==> src/hw/rtl/tcf_pkg.sv <==
package tcf_pkg;

    // algorithm settings
    localparam int CORDIC_STEPS    = 16;
    localparam int ANGLE_FRAC_BITS = 7;

    // field widths
    localparam int DATA_W     = 16;
    localparam int GAIN_W     = 20;
    localparam int ALPHA_W    = 16;
    localparam int CFG_IDX_W  = 3;
    localparam int CFG_DATA_W = 20;
    localparam int RATE_W     = DATA_W + 1;

    // cordic widths
    localparam int XY_W       = 27;
    localparam int ACC_W      = 26;
    localparam int ATAN_W     = 22;
    localparam int ATAN_IDX_W = 5;
    localparam int STEP_W     = (CORDIC_STEPS > 1) ? $clog2(CORDIC_STEPS) : 1;
    localparam int PRE_SHIFT  = 8;

    localparam int ROUND_SHIFT = 16 - ANGLE_FRAC_BITS;
    localparam int ROUND_BIAS  = 1 << (15 - ANGLE_FRAC_BITS);
    localparam logic signed [ACC_W-1:0] ACC_QUARTER = ACC_W'(90 * 65536);

    // blend widths
    localparam int MUL_W      = 21;
    localparam int PROD_W     = 2 * MUL_W;
    localparam int DIFF_W     = 38;
    localparam int MIX_W      = 56;
    localparam int Q16_SHIFT  = 16;
    localparam int MIX_SHIFT  = 32;
    localparam int FRAC_SPLIT = 20;
    localparam int SAT_IN_W   = 32;
    localparam logic signed [MIX_W-1:0] MIX_HALF = MIX_W'(64'sd2147483648);

    // register reset values
    localparam logic [ALPHA_W-1:0] ALPHA_RESET = ALPHA_W'(64225);
    localparam logic [GAIN_W-1:0]  GAIN_RESET  = GAIN_W'(320);

    typedef enum logic [CFG_IDX_W-1:0] {
        CFG_BLEND_WEIGHT,
        CFG_GYRO_STEP_GAIN,
        CFG_ACCEL_OFFSET_X,
        CFG_ACCEL_OFFSET_Y,
        CFG_ACCEL_OFFSET_Z,
        CFG_RATE_OFFSET_X,
        CFG_RATE_OFFSET_Y
    } t_cfg_reg;

    typedef enum logic [3:0] {
        OP_NONE,
        OP_LOAD,
        OP_CORDIC,
        OP_ROUND,
        OP_MUL_RATE,
        OP_DIFF,
        OP_MUL_LO,
        OP_MUL_HI,
        OP_ACC,
        OP_STORE,
        OP_OUT
    } t_dp_op;

    typedef struct packed {
        t_dp_op              op;
        logic                axis;
        logic [STEP_W-1:0]   step;
    } t_dp_cmd;

    typedef enum logic [3:0] {
        S_IDLE,
        S_CORDIC,
        S_ROUND,
        S_MUL_RATE,
        S_DIFF,
        S_MUL_LO,
        S_MUL_HI,
        S_ACC,
        S_STORE,
        S_OUT
    } t_ctrl_state;

    // atan(2^-i) in degrees, 16 fraction bits
    function automatic logic [ATAN_W-1:0] atan_deg_q16(input logic [ATAN_IDX_W-1:0] idx);
        logic [ATAN_W-1:0] v;
        case (idx)
            5'd0:  v = 22'd2949120;
            5'd1:  v = 22'd1740967;
            5'd2:  v = 22'd919879;
            5'd3:  v = 22'd466945;
            5'd4:  v = 22'd234379;
            5'd5:  v = 22'd117305;
            5'd6:  v = 22'd58666;
            5'd7:  v = 22'd29335;
            5'd8:  v = 22'd14668;
            5'd9:  v = 22'd7334;
            5'd10: v = 22'd3667;
            5'd11: v = 22'd1833;
            5'd12: v = 22'd917;
            5'd13: v = 22'd458;
            5'd14: v = 22'd229;
            5'd15: v = 22'd115;
            5'd16: v = 22'd57;
            5'd17: v = 22'd29;
            5'd18: v = 22'd14;
            5'd19: v = 22'd7;
            5'd20: v = 22'd4;
            5'd21: v = 22'd2;
            5'd22: v = 22'd1;
            default: v = '0;
        endcase
        return v;
    endfunction

    function automatic logic signed [DATA_W-1:0] sat16(input logic signed [SAT_IN_W-1:0] v);
        logic signed [DATA_W-1:0] r;
        if (v > 32'sd32767) begin
            r = 16'sh7fff;
        end else if (v < -32'sd32768) begin
            r = 16'sh8000;
        end else begin
            r = v[DATA_W-1:0];
        end
        return r;
    endfunction

endpackage

==> src/hw/rtl/tcf_ctrl.sv <==
module tcf_ctrl (
    input  logic             i_clk,
    input  logic             i_rst_n,
    input  logic             i_in_valid,
    output logic             o_in_ready,
    output logic             o_out_valid,
    input  logic             i_out_ready,
    output tcf_pkg::t_dp_cmd o_cmd
);

    tcf_pkg::t_ctrl_state             r_state, n_state;
    logic [tcf_pkg::STEP_W-1:0]       r_cnt, n_cnt;
    logic                             r_axis, n_axis;
    logic                             r_out_valid, n_out_valid;

    always_ff @(posedge i_clk) begin
        if (!i_rst_n) begin
            r_state     <= tcf_pkg::S_IDLE;
            r_cnt       <= '0;
            r_axis      <= 1'b0;
            r_out_valid <= 1'b0;
        end else begin
            r_state     <= n_state;
            r_cnt       <= n_cnt;
            r_axis      <= n_axis;
            r_out_valid <= n_out_valid;
        end
    end

    always_comb begin
        n_state    = r_state;
        n_cnt      = r_cnt;
        n_axis     = r_axis;
        o_in_ready = 1'b0;
        o_cmd.op   = tcf_pkg::OP_NONE;
        o_cmd.axis = r_axis;
        o_cmd.step = r_cnt;
        case (r_state)
            tcf_pkg::S_IDLE: begin
                o_in_ready = 1'b1;
                if (i_in_valid) begin
                    o_cmd.op = tcf_pkg::OP_LOAD;
                    n_cnt    = '0;
                    n_state  = tcf_pkg::S_CORDIC;
                end
            end
            tcf_pkg::S_CORDIC: begin
                o_cmd.op = tcf_pkg::OP_CORDIC;
                if (r_cnt == tcf_pkg::STEP_W'(tcf_pkg::CORDIC_STEPS - 1)) begin
                    n_state = tcf_pkg::S_ROUND;
                end else begin
                    n_cnt = r_cnt + 1'b1;
                end
            end
            tcf_pkg::S_ROUND: begin
                o_cmd.op = tcf_pkg::OP_ROUND;
                n_axis   = 1'b0;
                n_state  = tcf_pkg::S_MUL_RATE;
            end
            tcf_pkg::S_MUL_RATE: begin
                o_cmd.op = tcf_pkg::OP_MUL_RATE;
                n_state  = tcf_pkg::S_DIFF;
            end
            tcf_pkg::S_DIFF: begin
                o_cmd.op = tcf_pkg::OP_DIFF;
                n_state  = tcf_pkg::S_MUL_LO;
            end
            tcf_pkg::S_MUL_LO: begin
                o_cmd.op = tcf_pkg::OP_MUL_LO;
                n_state  = tcf_pkg::S_MUL_HI;
            end
            tcf_pkg::S_MUL_HI: begin
                o_cmd.op = tcf_pkg::OP_MUL_HI;
                n_state  = tcf_pkg::S_ACC;
            end
            tcf_pkg::S_ACC: begin
                o_cmd.op = tcf_pkg::OP_ACC;
                n_state  = tcf_pkg::S_STORE;
            end
            tcf_pkg::S_STORE: begin
                o_cmd.op = tcf_pkg::OP_STORE;
                if (r_axis) begin
                    n_state = tcf_pkg::S_OUT;
                end else begin
                    n_axis  = 1'b1;
                    n_state = tcf_pkg::S_MUL_RATE;
                end
            end
            tcf_pkg::S_OUT: begin
                // wait until the previous word has left the output register
                if (!r_out_valid || i_out_ready) begin
                    o_cmd.op = tcf_pkg::OP_OUT;
                    n_state  = tcf_pkg::S_IDLE;
                end
            end
            default: begin
                n_state = tcf_pkg::S_IDLE;
            end
        endcase
        n_out_valid = (r_out_valid && !i_out_ready) || (o_cmd.op == tcf_pkg::OP_OUT);
    end

    assign o_out_valid = r_out_valid;

endmodule

==> src/hw/rtl/tcf_datapath.sv <==
module tcf_datapath (
    input  logic                                i_clk,
    input  logic                                i_rst_n,
    input  tcf_pkg::t_dp_cmd                    i_cmd,
    input  logic                                i_cfg_we,
    input  logic [tcf_pkg::CFG_IDX_W-1:0]       i_cfg_index,
    input  logic [tcf_pkg::CFG_DATA_W-1:0]      i_cfg_data,
    input  logic signed [tcf_pkg::DATA_W-1:0]   i_accel_x,
    input  logic signed [tcf_pkg::DATA_W-1:0]   i_accel_y,
    input  logic signed [tcf_pkg::DATA_W-1:0]   i_accel_z,
    input  logic signed [tcf_pkg::DATA_W-1:0]   i_rate_x,
    input  logic signed [tcf_pkg::DATA_W-1:0]   i_rate_y,
    output logic signed [tcf_pkg::DATA_W-1:0]   o_tilt_x,
    output logic signed [tcf_pkg::DATA_W-1:0]   o_tilt_y
);

    // configuration
    logic        [tcf_pkg::ALPHA_W-1:0] r_alpha;
    logic        [tcf_pkg::GAIN_W-1:0]  r_gain;
    logic signed [tcf_pkg::DATA_W-1:0]  r_off_ax, r_off_ay, r_off_az;
    logic signed [tcf_pkg::DATA_W-1:0]  r_off_rx, r_off_ry;

    // filter state
    logic signed [tcf_pkg::DATA_W-1:0]  r_fa [2];

    // per-item working registers
    logic signed [tcf_pkg::XY_W-1:0]    r_x [2];
    logic signed [tcf_pkg::XY_W-1:0]    r_y [2];
    logic signed [tcf_pkg::ACC_W-1:0]   r_acc [2];
    logic                               r_zero [2];
    logic signed [tcf_pkg::RATE_W-1:0]  r_rate [2];
    logic signed [tcf_pkg::DATA_W-1:0]  r_ang [2];
    logic signed [tcf_pkg::PROD_W-1:0]  r_prod;
    logic signed [tcf_pkg::DIFF_W-1:0]  r_d;
    logic signed [tcf_pkg::MIX_W-1:0]   r_mix;
    logic signed [tcf_pkg::DATA_W-1:0]  r_tilt_x, r_tilt_y;

    // combinational
    logic signed [tcf_pkg::DATA_W-1:0]  w_az;
    logic signed [tcf_pkg::DATA_W-1:0]  w_a [2];
    logic signed [tcf_pkg::XY_W-1:0]    w_zs;
    logic signed [tcf_pkg::XY_W-1:0]    w_as [2];
    logic signed [tcf_pkg::XY_W-1:0]    n_x0 [2];
    logic signed [tcf_pkg::XY_W-1:0]    n_y0 [2];
    logic signed [tcf_pkg::ACC_W-1:0]   n_acc0 [2];
    logic                               n_zero0 [2];
    logic signed [tcf_pkg::RATE_W-1:0]  n_rate0 [2];
    logic signed [tcf_pkg::XY_W-1:0]    w_xs [2];
    logic signed [tcf_pkg::XY_W-1:0]    w_ys [2];
    logic signed [tcf_pkg::XY_W-1:0]    n_xc [2];
    logic signed [tcf_pkg::XY_W-1:0]    n_yc [2];
    logic signed [tcf_pkg::ACC_W-1:0]   n_accc [2];
    logic signed [tcf_pkg::ACC_W-1:0]   w_atan;
    logic signed [tcf_pkg::ACC_W-1:0]   w_rnd [2];
    logic signed [tcf_pkg::ACC_W-1:0]   w_rsh [2];
    logic signed [tcf_pkg::DATA_W-1:0]  n_ang [2];
    logic signed [tcf_pkg::MUL_W-1:0]   w_mul_a, w_mul_b;
    logic signed [tcf_pkg::PROD_W-1:0]  w_prod;
    logic signed [tcf_pkg::DIFF_W-1:0]  w_fa_s, w_ang_s, n_d;
    logic signed [tcf_pkg::MIX_W-1:0]   n_mix_init, n_mix_acc;
    logic signed [tcf_pkg::DATA_W-1:0]  n_fa;

    always_ff @(posedge i_clk) begin
        if (!i_rst_n) begin
            r_alpha  <= tcf_pkg::ALPHA_RESET;
            r_gain   <= tcf_pkg::GAIN_RESET;
            r_off_ax <= '0;
            r_off_ay <= '0;
            r_off_az <= '0;
            r_off_rx <= '0;
            r_off_ry <= '0;
        end else if (i_cfg_we) begin
            case (tcf_pkg::t_cfg_reg'(i_cfg_index))
                tcf_pkg::CFG_BLEND_WEIGHT:   r_alpha  <= i_cfg_data[tcf_pkg::ALPHA_W-1:0];
                tcf_pkg::CFG_GYRO_STEP_GAIN: r_gain   <= i_cfg_data[tcf_pkg::GAIN_W-1:0];
                tcf_pkg::CFG_ACCEL_OFFSET_X: r_off_ax <= i_cfg_data[tcf_pkg::DATA_W-1:0];
                tcf_pkg::CFG_ACCEL_OFFSET_Y: r_off_ay <= i_cfg_data[tcf_pkg::DATA_W-1:0];
                tcf_pkg::CFG_ACCEL_OFFSET_Z: r_off_az <= i_cfg_data[tcf_pkg::DATA_W-1:0];
                tcf_pkg::CFG_RATE_OFFSET_X:  r_off_rx <= i_cfg_data[tcf_pkg::DATA_W-1:0];
                tcf_pkg::CFG_RATE_OFFSET_Y:  r_off_ry <= i_cfg_data[tcf_pkg::DATA_W-1:0];
                default: begin
                end
            endcase
        end
    end

    // load: bias removal and quadrant fold for z < 0
    always_comb begin
        w_az = i_accel_z - r_off_az;
        w_a[0] = i_accel_x - r_off_ax;
        w_a[1] = i_accel_y - r_off_ay;
        n_rate0[0] = tcf_pkg::RATE_W'(i_rate_x) - tcf_pkg::RATE_W'(r_off_rx);
        n_rate0[1] = tcf_pkg::RATE_W'(i_rate_y) - tcf_pkg::RATE_W'(r_off_ry);
        w_zs = tcf_pkg::XY_W'(w_az) <<< tcf_pkg::PRE_SHIFT;
        for (int k = 0; k < 2; k++) begin
            w_as[k] = tcf_pkg::XY_W'(w_a[k]) <<< tcf_pkg::PRE_SHIFT;
            n_zero0[k] = (w_a[k] == 0) && (w_az == 0);
            if (w_az < 0) begin
                if (w_a[k] >= 0) begin
                    n_x0[k]   = w_as[k];
                    n_y0[k]   = -w_zs;
                    n_acc0[k] = tcf_pkg::ACC_QUARTER;
                end else begin
                    n_x0[k]   = -w_as[k];
                    n_y0[k]   = w_zs;
                    n_acc0[k] = -tcf_pkg::ACC_QUARTER;
                end
            end else begin
                n_x0[k]   = w_zs;
                n_y0[k]   = w_as[k];
                n_acc0[k] = '0;
            end
        end
    end

    // one vectoring step per cycle, both axes side by side
    always_comb begin
        w_atan = tcf_pkg::ACC_W'(
            tcf_pkg::atan_deg_q16(tcf_pkg::ATAN_IDX_W'(i_cmd.step)));
        for (int k = 0; k < 2; k++) begin
            w_xs[k] = r_x[k] >>> i_cmd.step;
            w_ys[k] = r_y[k] >>> i_cmd.step;
            if (r_y[k] > 0) begin
                n_xc[k]   = r_x[k] + w_ys[k];
                n_yc[k]   = r_y[k] - w_xs[k];
                n_accc[k] = r_acc[k] + w_atan;
            end else begin
                n_xc[k]   = r_x[k] - w_ys[k];
                n_yc[k]   = r_y[k] + w_xs[k];
                n_accc[k] = r_acc[k] - w_atan;
            end
            w_rnd[k] = r_acc[k] + tcf_pkg::ACC_W'(tcf_pkg::ROUND_BIAS);
            w_rsh[k] = w_rnd[k] >>> tcf_pkg::ROUND_SHIFT;
            n_ang[k] = r_zero[k] ? '0 : tcf_pkg::sat16(tcf_pkg::SAT_IN_W'(w_rsh[k]));
        end
    end

    // shared multiplier and blend arithmetic
    always_comb begin
        case (i_cmd.op)
            tcf_pkg::OP_MUL_RATE: begin
                w_mul_a = tcf_pkg::MUL_W'(r_rate[i_cmd.axis]);
                w_mul_b = tcf_pkg::MUL_W'(r_gain);
            end
            tcf_pkg::OP_MUL_LO: begin
                w_mul_a = tcf_pkg::MUL_W'(r_alpha);
                w_mul_b = tcf_pkg::MUL_W'(r_d[tcf_pkg::FRAC_SPLIT-1:0]);
            end
            tcf_pkg::OP_MUL_HI: begin
                w_mul_a = tcf_pkg::MUL_W'(r_alpha);
                w_mul_b = tcf_pkg::MUL_W'($signed(r_d[tcf_pkg::DIFF_W-1:tcf_pkg::FRAC_SPLIT]));
            end
            default: begin
                w_mul_a = '0;
                w_mul_b = '0;
            end
        endcase
        w_prod = w_mul_a * w_mul_b;

        // d = predicted angle minus accel angle, both in Q16
        w_fa_s  = tcf_pkg::DIFF_W'(r_fa[i_cmd.axis]) <<< tcf_pkg::Q16_SHIFT;
        w_ang_s = tcf_pkg::DIFF_W'(r_ang[i_cmd.axis]) <<< tcf_pkg::Q16_SHIFT;
        n_d     = w_fa_s + tcf_pkg::DIFF_W'(r_prod) - w_ang_s;

        // mix = alpha*d + accel angle in Q32, with the rounding half folded in
        n_mix_init = (tcf_pkg::MIX_W'(r_ang[i_cmd.axis]) <<< tcf_pkg::MIX_SHIFT)
                   + tcf_pkg::MIX_W'(r_prod) + tcf_pkg::MIX_HALF;
        n_mix_acc  = r_mix + (tcf_pkg::MIX_W'(r_prod) <<< tcf_pkg::FRAC_SPLIT);
        n_fa = tcf_pkg::sat16(tcf_pkg::SAT_IN_W'(
            $signed(r_mix[tcf_pkg::MIX_W-1:tcf_pkg::MIX_SHIFT])));
    end

    always_ff @(posedge i_clk) begin
        if (!i_rst_n) begin
            r_fa[0] <= '0;
            r_fa[1] <= '0;
        end else if (i_cmd.op == tcf_pkg::OP_STORE) begin
            r_fa[i_cmd.axis] <= n_fa;
        end
    end

    always_ff @(posedge i_clk) begin
        case (i_cmd.op)
            tcf_pkg::OP_LOAD: begin
                for (int k = 0; k < 2; k++) begin
                    r_x[k]    <= n_x0[k];
                    r_y[k]    <= n_y0[k];
                    r_acc[k]  <= n_acc0[k];
                    r_zero[k] <= n_zero0[k];
                    r_rate[k] <= n_rate0[k];
                end
            end
            tcf_pkg::OP_CORDIC: begin
                for (int k = 0; k < 2; k++) begin
                    r_x[k]   <= n_xc[k];
                    r_y[k]   <= n_yc[k];
                    r_acc[k] <= n_accc[k];
                end
            end
            tcf_pkg::OP_ROUND: begin
                r_ang[0] <= n_ang[0];
                r_ang[1] <= n_ang[1];
            end
            tcf_pkg::OP_MUL_RATE, tcf_pkg::OP_MUL_LO: begin
                r_prod <= w_prod;
            end
            tcf_pkg::OP_DIFF: begin
                r_d <= n_d;
            end
            tcf_pkg::OP_MUL_HI: begin
                r_prod <= w_prod;
                r_mix  <= n_mix_init;
            end
            tcf_pkg::OP_ACC: begin
                r_mix <= n_mix_acc;
            end
            tcf_pkg::OP_OUT: begin
                r_tilt_x <= r_fa[0];
                r_tilt_y <= r_fa[1];
            end
            default: begin
            end
        endcase
    end

    assign o_tilt_x = r_tilt_x;
    assign o_tilt_y = r_tilt_y;

endmodule

==> src/hw/rtl/tilt_complementary_filter_top.sv <==
// an accepted word is loaded, run through the iterative cordic and rounded, then each axis is
// blended (rate multiply, diff, low and high multiply, accumulate, store) before the output write;
//   the pace is set by the cordic (one step per cycle, both axes in parallel) and the shared 21x21 multiplier
// output register holds a finished word while the next one is accepted and computed
// reset: synchronous active low; restores register defaults and clears both stored angles
module tilt_complementary_filter_top (
    input  logic                                i_clk,
    input  logic                                i_rst_n,
    input  logic                                i_in_valid,
    output logic                                o_in_ready,
    input  logic signed [tcf_pkg::DATA_W-1:0]   i_accel_x,
    input  logic signed [tcf_pkg::DATA_W-1:0]   i_accel_y,
    input  logic signed [tcf_pkg::DATA_W-1:0]   i_accel_z,
    input  logic signed [tcf_pkg::DATA_W-1:0]   i_rate_x,
    input  logic signed [tcf_pkg::DATA_W-1:0]   i_rate_y,
    output logic                                o_out_valid,
    input  logic                                i_out_ready,
    output logic signed [tcf_pkg::DATA_W-1:0]   o_tilt_x,
    output logic signed [tcf_pkg::DATA_W-1:0]   o_tilt_y,
    input  logic                                i_cfg_valid,
    output logic                                o_cfg_ready,
    input  logic [tcf_pkg::CFG_IDX_W-1:0]       i_cfg_index,
    input  logic [tcf_pkg::CFG_DATA_W-1:0]      i_cfg_data
);

    tcf_pkg::t_dp_cmd w_cmd;
    logic             w_cfg_we;

    assign o_cfg_ready = 1'b1;
    assign w_cfg_we    = i_cfg_valid & o_cfg_ready;

    tcf_ctrl u_ctrl (
        .i_clk       (i_clk),
        .i_rst_n     (i_rst_n),
        .i_in_valid  (i_in_valid),
        .o_in_ready  (o_in_ready),
        .o_out_valid (o_out_valid),
        .i_out_ready (i_out_ready),
        .o_cmd       (w_cmd)
    );

    tcf_datapath u_datapath (
        .i_clk       (i_clk),
        .i_rst_n     (i_rst_n),
        .i_cmd       (w_cmd),
        .i_cfg_we    (w_cfg_we),
        .i_cfg_index (i_cfg_index),
        .i_cfg_data  (i_cfg_data),
        .i_accel_x   (i_accel_x),
        .i_accel_y   (i_accel_y),
        .i_accel_z   (i_accel_z),
        .i_rate_x    (i_rate_x),
        .i_rate_y    (i_rate_y),
        .o_tilt_x    (o_tilt_x),
        .o_tilt_y    (o_tilt_y)
    );

endmodule
==> config.mk <==
export PLATFORM = sky130hd
export DESIGN_NAME = tilt_complementary_filter_top
export DESIGN_NICKNAME = d
export VERILOG_FILES = /design/src/hw/rtl/tcf_pkg.sv /design/src/hw/rtl/tcf_ctrl.sv /design/src/hw/rtl/tcf_datapath.sv /design/src/hw/rtl/tilt_complementary_filter_top.sv
export SDC_FILE = /design/constraint.sdc
export NUM_CORES = 2
export LEC_CHECK = 0
export BUFFER_PORTS_ARGS = -buffer_cell sky130_fd_sc_hd__buf_4
export CAP_MARGIN = 20
export CORE_MARGIN = 3
export CORE_UTILIZATION = 60
export DETAILED_ROUTE_END_ITERATION = 6
export PLACE_DENSITY = 0.87
export SLEW_MARGIN = 20
export SYNTH_ARGS = -nofsm -noshare
export SYNTH_HDL_FRONTEND = slang
export SYNTH_SLANG_ARGS = --single-unit
==> constraint.sdc <==
create_clock -name i_clk -period 12.3 [get_ports i_clk]
set_input_delay 0.615 -clock i_clk [delete_from_list [all_inputs] [get_ports i_clk]]
set_output_delay 0.615 -clock i_clk [all_outputs]
set_load 0.01 [all_outputs]
-- Word-level counts from Yosys, hierarchy flattened
Memory sizes are Yosys's and may differ from the RTL's. A register that Yosys moved wholly into a read port is not among the register bits.
Index checks and enable logic that the tools add are counted.
- register bits after elaboration: 262
- bits in writable memories: 260
- ROM bits: 352
- output and inout port bits: 35
- memories: 8
- memory list (name ; depth ; width ; rd ports ; clocked after Yosys merged registers in ; write ports ; RTL line ; source):
    (name not given) ; 16 ; 22 ; 1 ; 1 ; 0 ; tcf_pkg.sv:88 ; case (idx)
    u_datapath.r_x ; 2 ; 27 ; 2 ; 0 ; 2 ; tcf_datapath.sv:27 ; logic signed [tcf_pkg::XY_W-1:0] r_x [2];
    u_datapath.r_y ; 2 ; 27 ; 2 ; 0 ; 2 ; tcf_datapath.sv:28 ; logic signed [tcf_pkg::XY_W-1:0] r_y [2];
    u_datapath.r_acc ; 2 ; 26 ; 2 ; 0 ; 2 ; tcf_datapath.sv:29 ; logic signed [tcf_pkg::ACC_W-1:0] r_acc [2];
    u_datapath.r_rate ; 2 ; 17 ; 1 ; 1 ; 2 ; tcf_datapath.sv:31 ; logic signed [tcf_pkg::RATE_W-1:0] r_rate [2];
    u_datapath.r_ang ; 2 ; 16 ; 1 ; 1 ; 2 ; tcf_datapath.sv:32 ; logic signed [tcf_pkg::DATA_W-1:0] r_ang [2];
    +2 memories ; n/a ; n/a ; n/a ; n/a ; n/a ; n/a ;
- $add $sub $neg: 28
- $mul: 1
- $lt $le $gt $ge: 11
- equality and inequality tests: 30
- shifts and indexed selects: 4
- muxes and demuxes: 69
- bitwise logic cells: 6
- reduce and logical (&&, ||, !) cells: 27
- operators with widths (kind ; number):
    two-way mux 27 bit ; 16
    two-way mux 26 bit ; 8
    two-way mux 16 bit ; 9
    one-hot mux 56 bit (2 select lines) ; 1
    adder 27 bit ; 4
    >>> shifter 27 x 4 -> 27 bit ; 4
    subtractor 27 bit ; 4
    logical NOT 32 bit ; 3
    negator 24 -> 27 bit ; 3
    one-hot mux 4 bit (10 select lines) ; 2
    one-hot mux 21 bit (3 select lines) ; 1
    adder 56 x 33 -> 56 bit (second input constant) ; 1
    adder 56 bit ; 1
    > comparator 27 x 1 -> 1 bit (second input constant) ; 2
    adder 26 x 10 -> 26 bit (second input constant) ; 2
    adder 26 x 23 -> 26 bit ; 2
    subtractor 26 x 23 -> 26 bit ; 2
    adder 48 x 42 -> 49 bit ; 1
    subtractor 16 bit ; 3
    multiplier 21 x 21 -> 42 bit ; 1
    one-hot mux 21 bit (2 select lines) ; 1
    adder 32 x 38 -> 38 bit ; 1
    subtractor 38 x 32 -> 38 bit ; 1
    two-way mux 4 bit ; 9
    32 further kinds ; 94

-- Depth between registers and ports, before layout
- word-level depth: 10
- depth in mapped cells: 38
- mapped depth without buffers: 34

-- Hierarchy
A second synthesis with hierarchy kept.
- cell total of the unflattened synthesis: 6953
- area, all modules: 61441.4 µm²
- by module, submodules not included (module ; instances ; cells each ; area an instance (µm²) ; seq. area each (µm²)):
    tcf_datapath ; 1 ; 6875 ; 60795.8 ; 14574.0
    tcf_ctrl ; 1 ; 76 ; 634.4 ; 200.2
    tilt_complementary_filter_top ; 1 ; 2 ; 11.3 ; 0.0

-- Worst setup path after synthesis
Ideal clock, no wire load.
- path kind: reg2reg
- from: register u_ctrl.r_state[0]
- to: register u_datapath.r_prod[41] (netlist bit) (data pin)
- arrival: 8.823 ns
- required time: 12.040 ns
- path slack: 3.217 ns
- cell stages (with the launch flop): 33
- path buffers: 5
- clock period less this slack: 9.083 ns
- cells stage by stage: dfxtp_1 clkbuf_1 nand2_1 xor2_1 or2_2 clkbuf_1 or3_1 clkbuf_1 or2_2 clkbuf_1 clkbuf_1 nor2_1 fa_1 fa_1 fa_1 inv_1 fa_1 fa_1 fa_1 inv_1 fa_1 ha_1 a21oi_1 o21ai_0 a21oi_1 nor2_1 nor4_1 o21ai_0 a41oi_1 nand2_1 a31oi_1 o21ai_0 xnor2_1
- cells in the longest elaborated chain, start to end: 6
- elaborated cells on any way between the ends: 18
- those cells by class: mul: 1; eq/ne: 12; mux: 3; reduce/logical: 2
- RTL lines (item ; RTL line ; source):
    start: declaration ; tcf_ctrl.sv:11 ; tcf_pkg::t_ctrl_state r_state, n_state;
    start signal: assignment ; tcf_ctrl.sv:18 ; r_state <= tcf_pkg::S_IDLE;
    start signal: assignment ; tcf_ctrl.sv:23 ; r_state <= n_state;
    == test 4 bit, or another cell as far along ; tcf_ctrl.sv:38 ; case (r_state)
    one-hot mux 4 bit (10 select lines) * ; tcf_ctrl.sv:38 ;
    == test 4 x 3 -> 1 bit ; tcf_datapath.sv:140 ; case (i_cmd.op)
    OR reduction 2 bit (no line) ; n/a ;
    one-hot mux 21 bit (2 select lines) ; tcf_datapath.sv:140 ;
    multiplier 21 x 21 -> 42 bit * ; tcf_datapath.sv:158 ; w_prod = w_mul_a * w_mul_b;
    named net u_datapath.w_prod, one bit ; tcf_datapath.sv:58 ; logic signed [tcf_pkg::PROD_W-1:0] w_prod;
    end signal: assignment ; tcf_datapath.sv:205 ; r_prod <= w_prod;
    end signal: assignment ; tcf_datapath.sv:211 ; r_prod <= w_prod;
    end: declaration ; tcf_datapath.sv:33 ; logic signed [tcf_pkg::PROD_W-1:0] r_prod;
The timed path passes the listed nets; every way through them passes the cells marked *.
A chain may end at the register's enable or synchronous reset.

-- Worst setup path after layout
- from: register u_ctrl.r_state[1]
- to: register u_datapath.r_prod[41] (netlist bit) (data pin)
The elaborated chain is that of the path after synthesis.

==> impl_metrics.toml <==
[run_status]
status = "complete, no violations"

[clock_tree]
postCtsSetupBuffers = 0
hold_buffers = 0
clock_sinks = 557
numCtsBuffers = 67
path_clk_slew_ns = 0.07
cts_resized = 0
root_buffer = "clkbuf_16"
clock_path_buffers = 3
cts_tree = "yes"
htreeDepth = 3
clk_latency_ns = 0.65

[drt]
viasPerCell = 6.338
vias = 52880
drtIter0Drc = 5893
firstDrtPassIters = 7
wl_um = 184100
wl_per_cell_um = 22.06
drc_errors = 0
antenna_left = 0

[placement]
hpwlAfterDp_um = 142700
pre_cts_slack_ns = 1.895
port_buffers = 141
place_area_mm2 = 0.06381
dp.cells = 8223
gp_congestion = 1.029

[global_route]
grt_pass1_vias = 51680
grt_util_all_layers = 0.3409
overflow = 0
use_met1 = 0.4412
use_met3 = 0.08373
grt-busiest-layer = "met2"
antenna_found_initial = 6
grt_max_degree = 124
use_met2 = 0.5462
grt_first_pass_wirelength_um = 286200

[synth]
syn_inst = 6912
syn_nets = 7901
synthesis.area_mm2 = 0.06150
synth_edf_count = 408
yosys_most_used_dff = "edfxtp_1"
avgSynthCellArea_um2 = 8.897
netlist-cell-type-count = 100
ys_ff_latch = 557
ys_seq_area_frac = 0.2477
synthArstFlopShare = 0
synth_warnings = 0

[floorplan]
dieArea_mm2 = 0.1064
die_x_um = 326.1
die_h_um = 326.1
ioPinCount = 143
core_mm2 = 0.1009
initial_utilization = 0.6096
rows = 116

[job]
cap_violations = 0

[worst_setup_path]
critical-path-max-stage-delay_ns = 0.86
cp_data_arrival_time_ns = 10.70
slowest_stage = "fa_1"
endpoint_kind = "flip-flop"
cp.required_ns = 12.69
critPathLaunchType = "flip-flop"
crit_top_cell = "fa_1"
critPathKind = "reg2reg"
cp_max_fo = 33

[finish]
fin_cells = 8344
drive_gt1_frac = 0.08302
area_growth_pct = 7.483
finalNetCount = 7924
fin_area_mm2 = 0.06610

[sta]
period_share = 0.8380
worst_pin_slew_ns = 1.112
tns_ns = 0
grt_setup_unrepaired = "no"
hold_violations = 0
setup_viol = 0
fmax_ghz = 0.09702
slew_viol_final = 0
fin_skew_ns = 0.02479
period_minus_slack_ns = 10.31
max_slew_margin = 0.2584
fin_ws_ns = 1.993

[power]
ir_worst_vdd_mv = 0.2188
p_leak_uw = 0.02792
p_per_area_mw_per_mm2 = 203.9

[min_path]
hold_path.class = "in2reg"
[state kept, by name, summed over array words and instances, names as in the netlist, 20 cells and up, named ones only]
signal / flops
u_datapath.r_acc: 52
u_datapath.r_ang: 32
u_datapath.r_d: 38
u_datapath.r_fa: 32
u_datapath.r_gain: 20
u_datapath.r_mix: 36
u_datapath.r_prod: 42
u_datapath.r_rate: 34
u_datapath.r_x: 54
u_datapath.r_y: 54
u_datapath.w_atan: 22
[stage by stage]
stage | utilization | power [uW] | hold WS [ns]
floorplan | - | 9143 | 0.4257
global placement | 0.6325 | 10890 | 0.4319
detailed placement | 0.6326 | 11110 | 0.4340
CTS | 0.6551 | 13270 | 0.2206
global route | 0.6552 | 14350 | 0.2377
finish | 0.6553 | 13470 | 0.2523
[where the power goes]
group          internal [uW]  switching [uW]
combinational           3460            4850
sequential              2550             537
clock                   1220             859
[Yosys cell counts (all sizes together), types with 29 or more instances]
| master | n | area share |
|---|---|---|
| clkbuf | 203 | 0.012 |
| and2 | 35 | 0.0036 |
| a21oi | 385 | 0.031 |
| xor2 | 219 | 0.031 |
| nand2b | 86 | 0.0087 |
| and3 | 65 | 0.0066 |
| nand4 | 31 | 0.0032 |
| dfxtp | 149 | 0.049 |
| edfxtp | 408 | 0.20 |
| a21o | 119 | 0.015 |
| o22ai | 29 | 0.0030 |
| a21boi | 125 | 0.015 |
| o21bai | 43 | 0.0052 |
| o21a | 76 | 0.0093 |
| fa | 435 | 0.14 |
| o211ai | 39 | 0.0048 |
| nor3 | 111 | 0.0092 |
| nor2b | 61 | 0.0062 |
| or3 | 40 | 0.0041 |
| nand2 | 872 | 0.053 |
| o31ai | 35 | 0.0044 |
| a211oi | 37 | 0.0045 |
| nor4 | 39 | 0.0046 |
| mux4 | 112 | 0.042 |
| o21ai | 394 | 0.032 |
| a31oi | 53 | 0.0054 |
| ha | 446 | 0.091 |
| xnor2 | 312 | 0.044 |
| buf | 57 | 0.0056 |
| mux2i | 92 | 0.015 |
| inv | 757 | 0.046 |
| nor2 | 624 | 0.038 |
| mux2 | 71 | 0.013 |
| nand3 | 108 | 0.0090 |
[final timing paths]
| kind | from | endpoint | slack, ns | depth (start not counted) |
|---|---|---|---|---|
| min reg2reg | u_datapath.r_fa[1][12]$_SDFFCE_PN0P_ | o_tilt_y[12]$_DFFE_PP_ | 0.45 | 0 |
| max | u_ctrl.r_state[1]$_SDFFE_PN0P_ | u_datapath.r_prod[41]$_DFFE_PP_ | 1.99 | 28 |
| max reg2reg | u_ctrl.r_state[1]$_SDFFE_PN0P_ | u_datapath.r_prod[41]$_DFFE_PP_ | 1.99 | 28 |
| min | i_cfg_data[18] | u_datapath.r_gain[18]$_SDFFE_PN0P_ | 0.25 | 3 |
[cell usage in the layout (no fill, tap or decap), drive strengths merged, types with 24 or more instances in the layout]
cell / netlist / layout
nand2: 872 / 872
inv: 757 / 762
nor2: 624 / 624
ha: 446 / 446
fa: 435 / 435
edfxtp: 408 / 408
o21ai: 394 / 394
a21oi: 385 / 385
xnor2: 312 / 312
xor2: 219 / 219
buf: 57 / 214
dfxtp: 149 / 149
a21boi: 125 / 125
a21o: 119 / 119
mux4: 112 / 112
nor3: 111 / 111
nand3: 108 / 108
mux2i: 92 / 92
nand2b: 86 / 86
clkbuf: 203 / 83
o21a: 76 / 76
mux2: 71 / 71
and3: 65 / 65
nor2b: 61 / 61
a31oi: 53 / 53
o21bai: 43 / 43
or3: 40 / 40
o211ai: 39 / 39
nor4: 39 / 39
a211oi: 37 / 37
o31ai: 35 / 35
and2: 35 / 35
nand4: 31 / 31
o22ai: 29 / 29
or2: 26 / 26
clkinv: 0 / 24
[kinds of logic (layout without fill, tap and decap cells)]
family,count (synthesis),in the layout,share of synthesized area
fa+ha+maj,881,881,0.2324
flops,557,557,0.2477
compound gates,1499,1499,0.1541
simple gates,2151,2151,0.1564
xor+xnor,531,531,0.07563
buf+inv,1017,1091,0.06415
mux,275,275,0.06960
other cells,1,2,0.00006098
[cell type report]
class | instances | area, um2
Multi-Input combinational cell | 5338 | 42430
Timing Repair Buffer | 214 | 1604
Clock inverter | 37 | 430.4
Inverter | 757 | 2841
Tap cell | 1357 | 1698
Antenna cell | 1 | 2.502
Fill cell | 7831 | 34770
Sequential cell | 557 | 15250
Clock buffer | 83 | 1841
[layer usage]
| metal | vias up | routed length (um) |
|---|---|---|
| met1 | 25280 | 69680 |
| met3 | 604 | 22010 |
| met2 | 3101 | 83030 |
| li1 | 23890 | - |
| met5 | - | 25 |
| met4 | 4 | 9313 |
[worst max-delay path: cells and delay by family, from the launching register on]
family / cells / cell delay, ns
compound gates: 8 / 1.71
fa+ha+maj: 8 / 4.44
buf+inv: 3 / 0.62
simple gates: 8 / 2.74
flops: 1 / 0.38
xor+xnor: 1 / 0.13
Note: power is estimated with default switching activity, not from simulation.
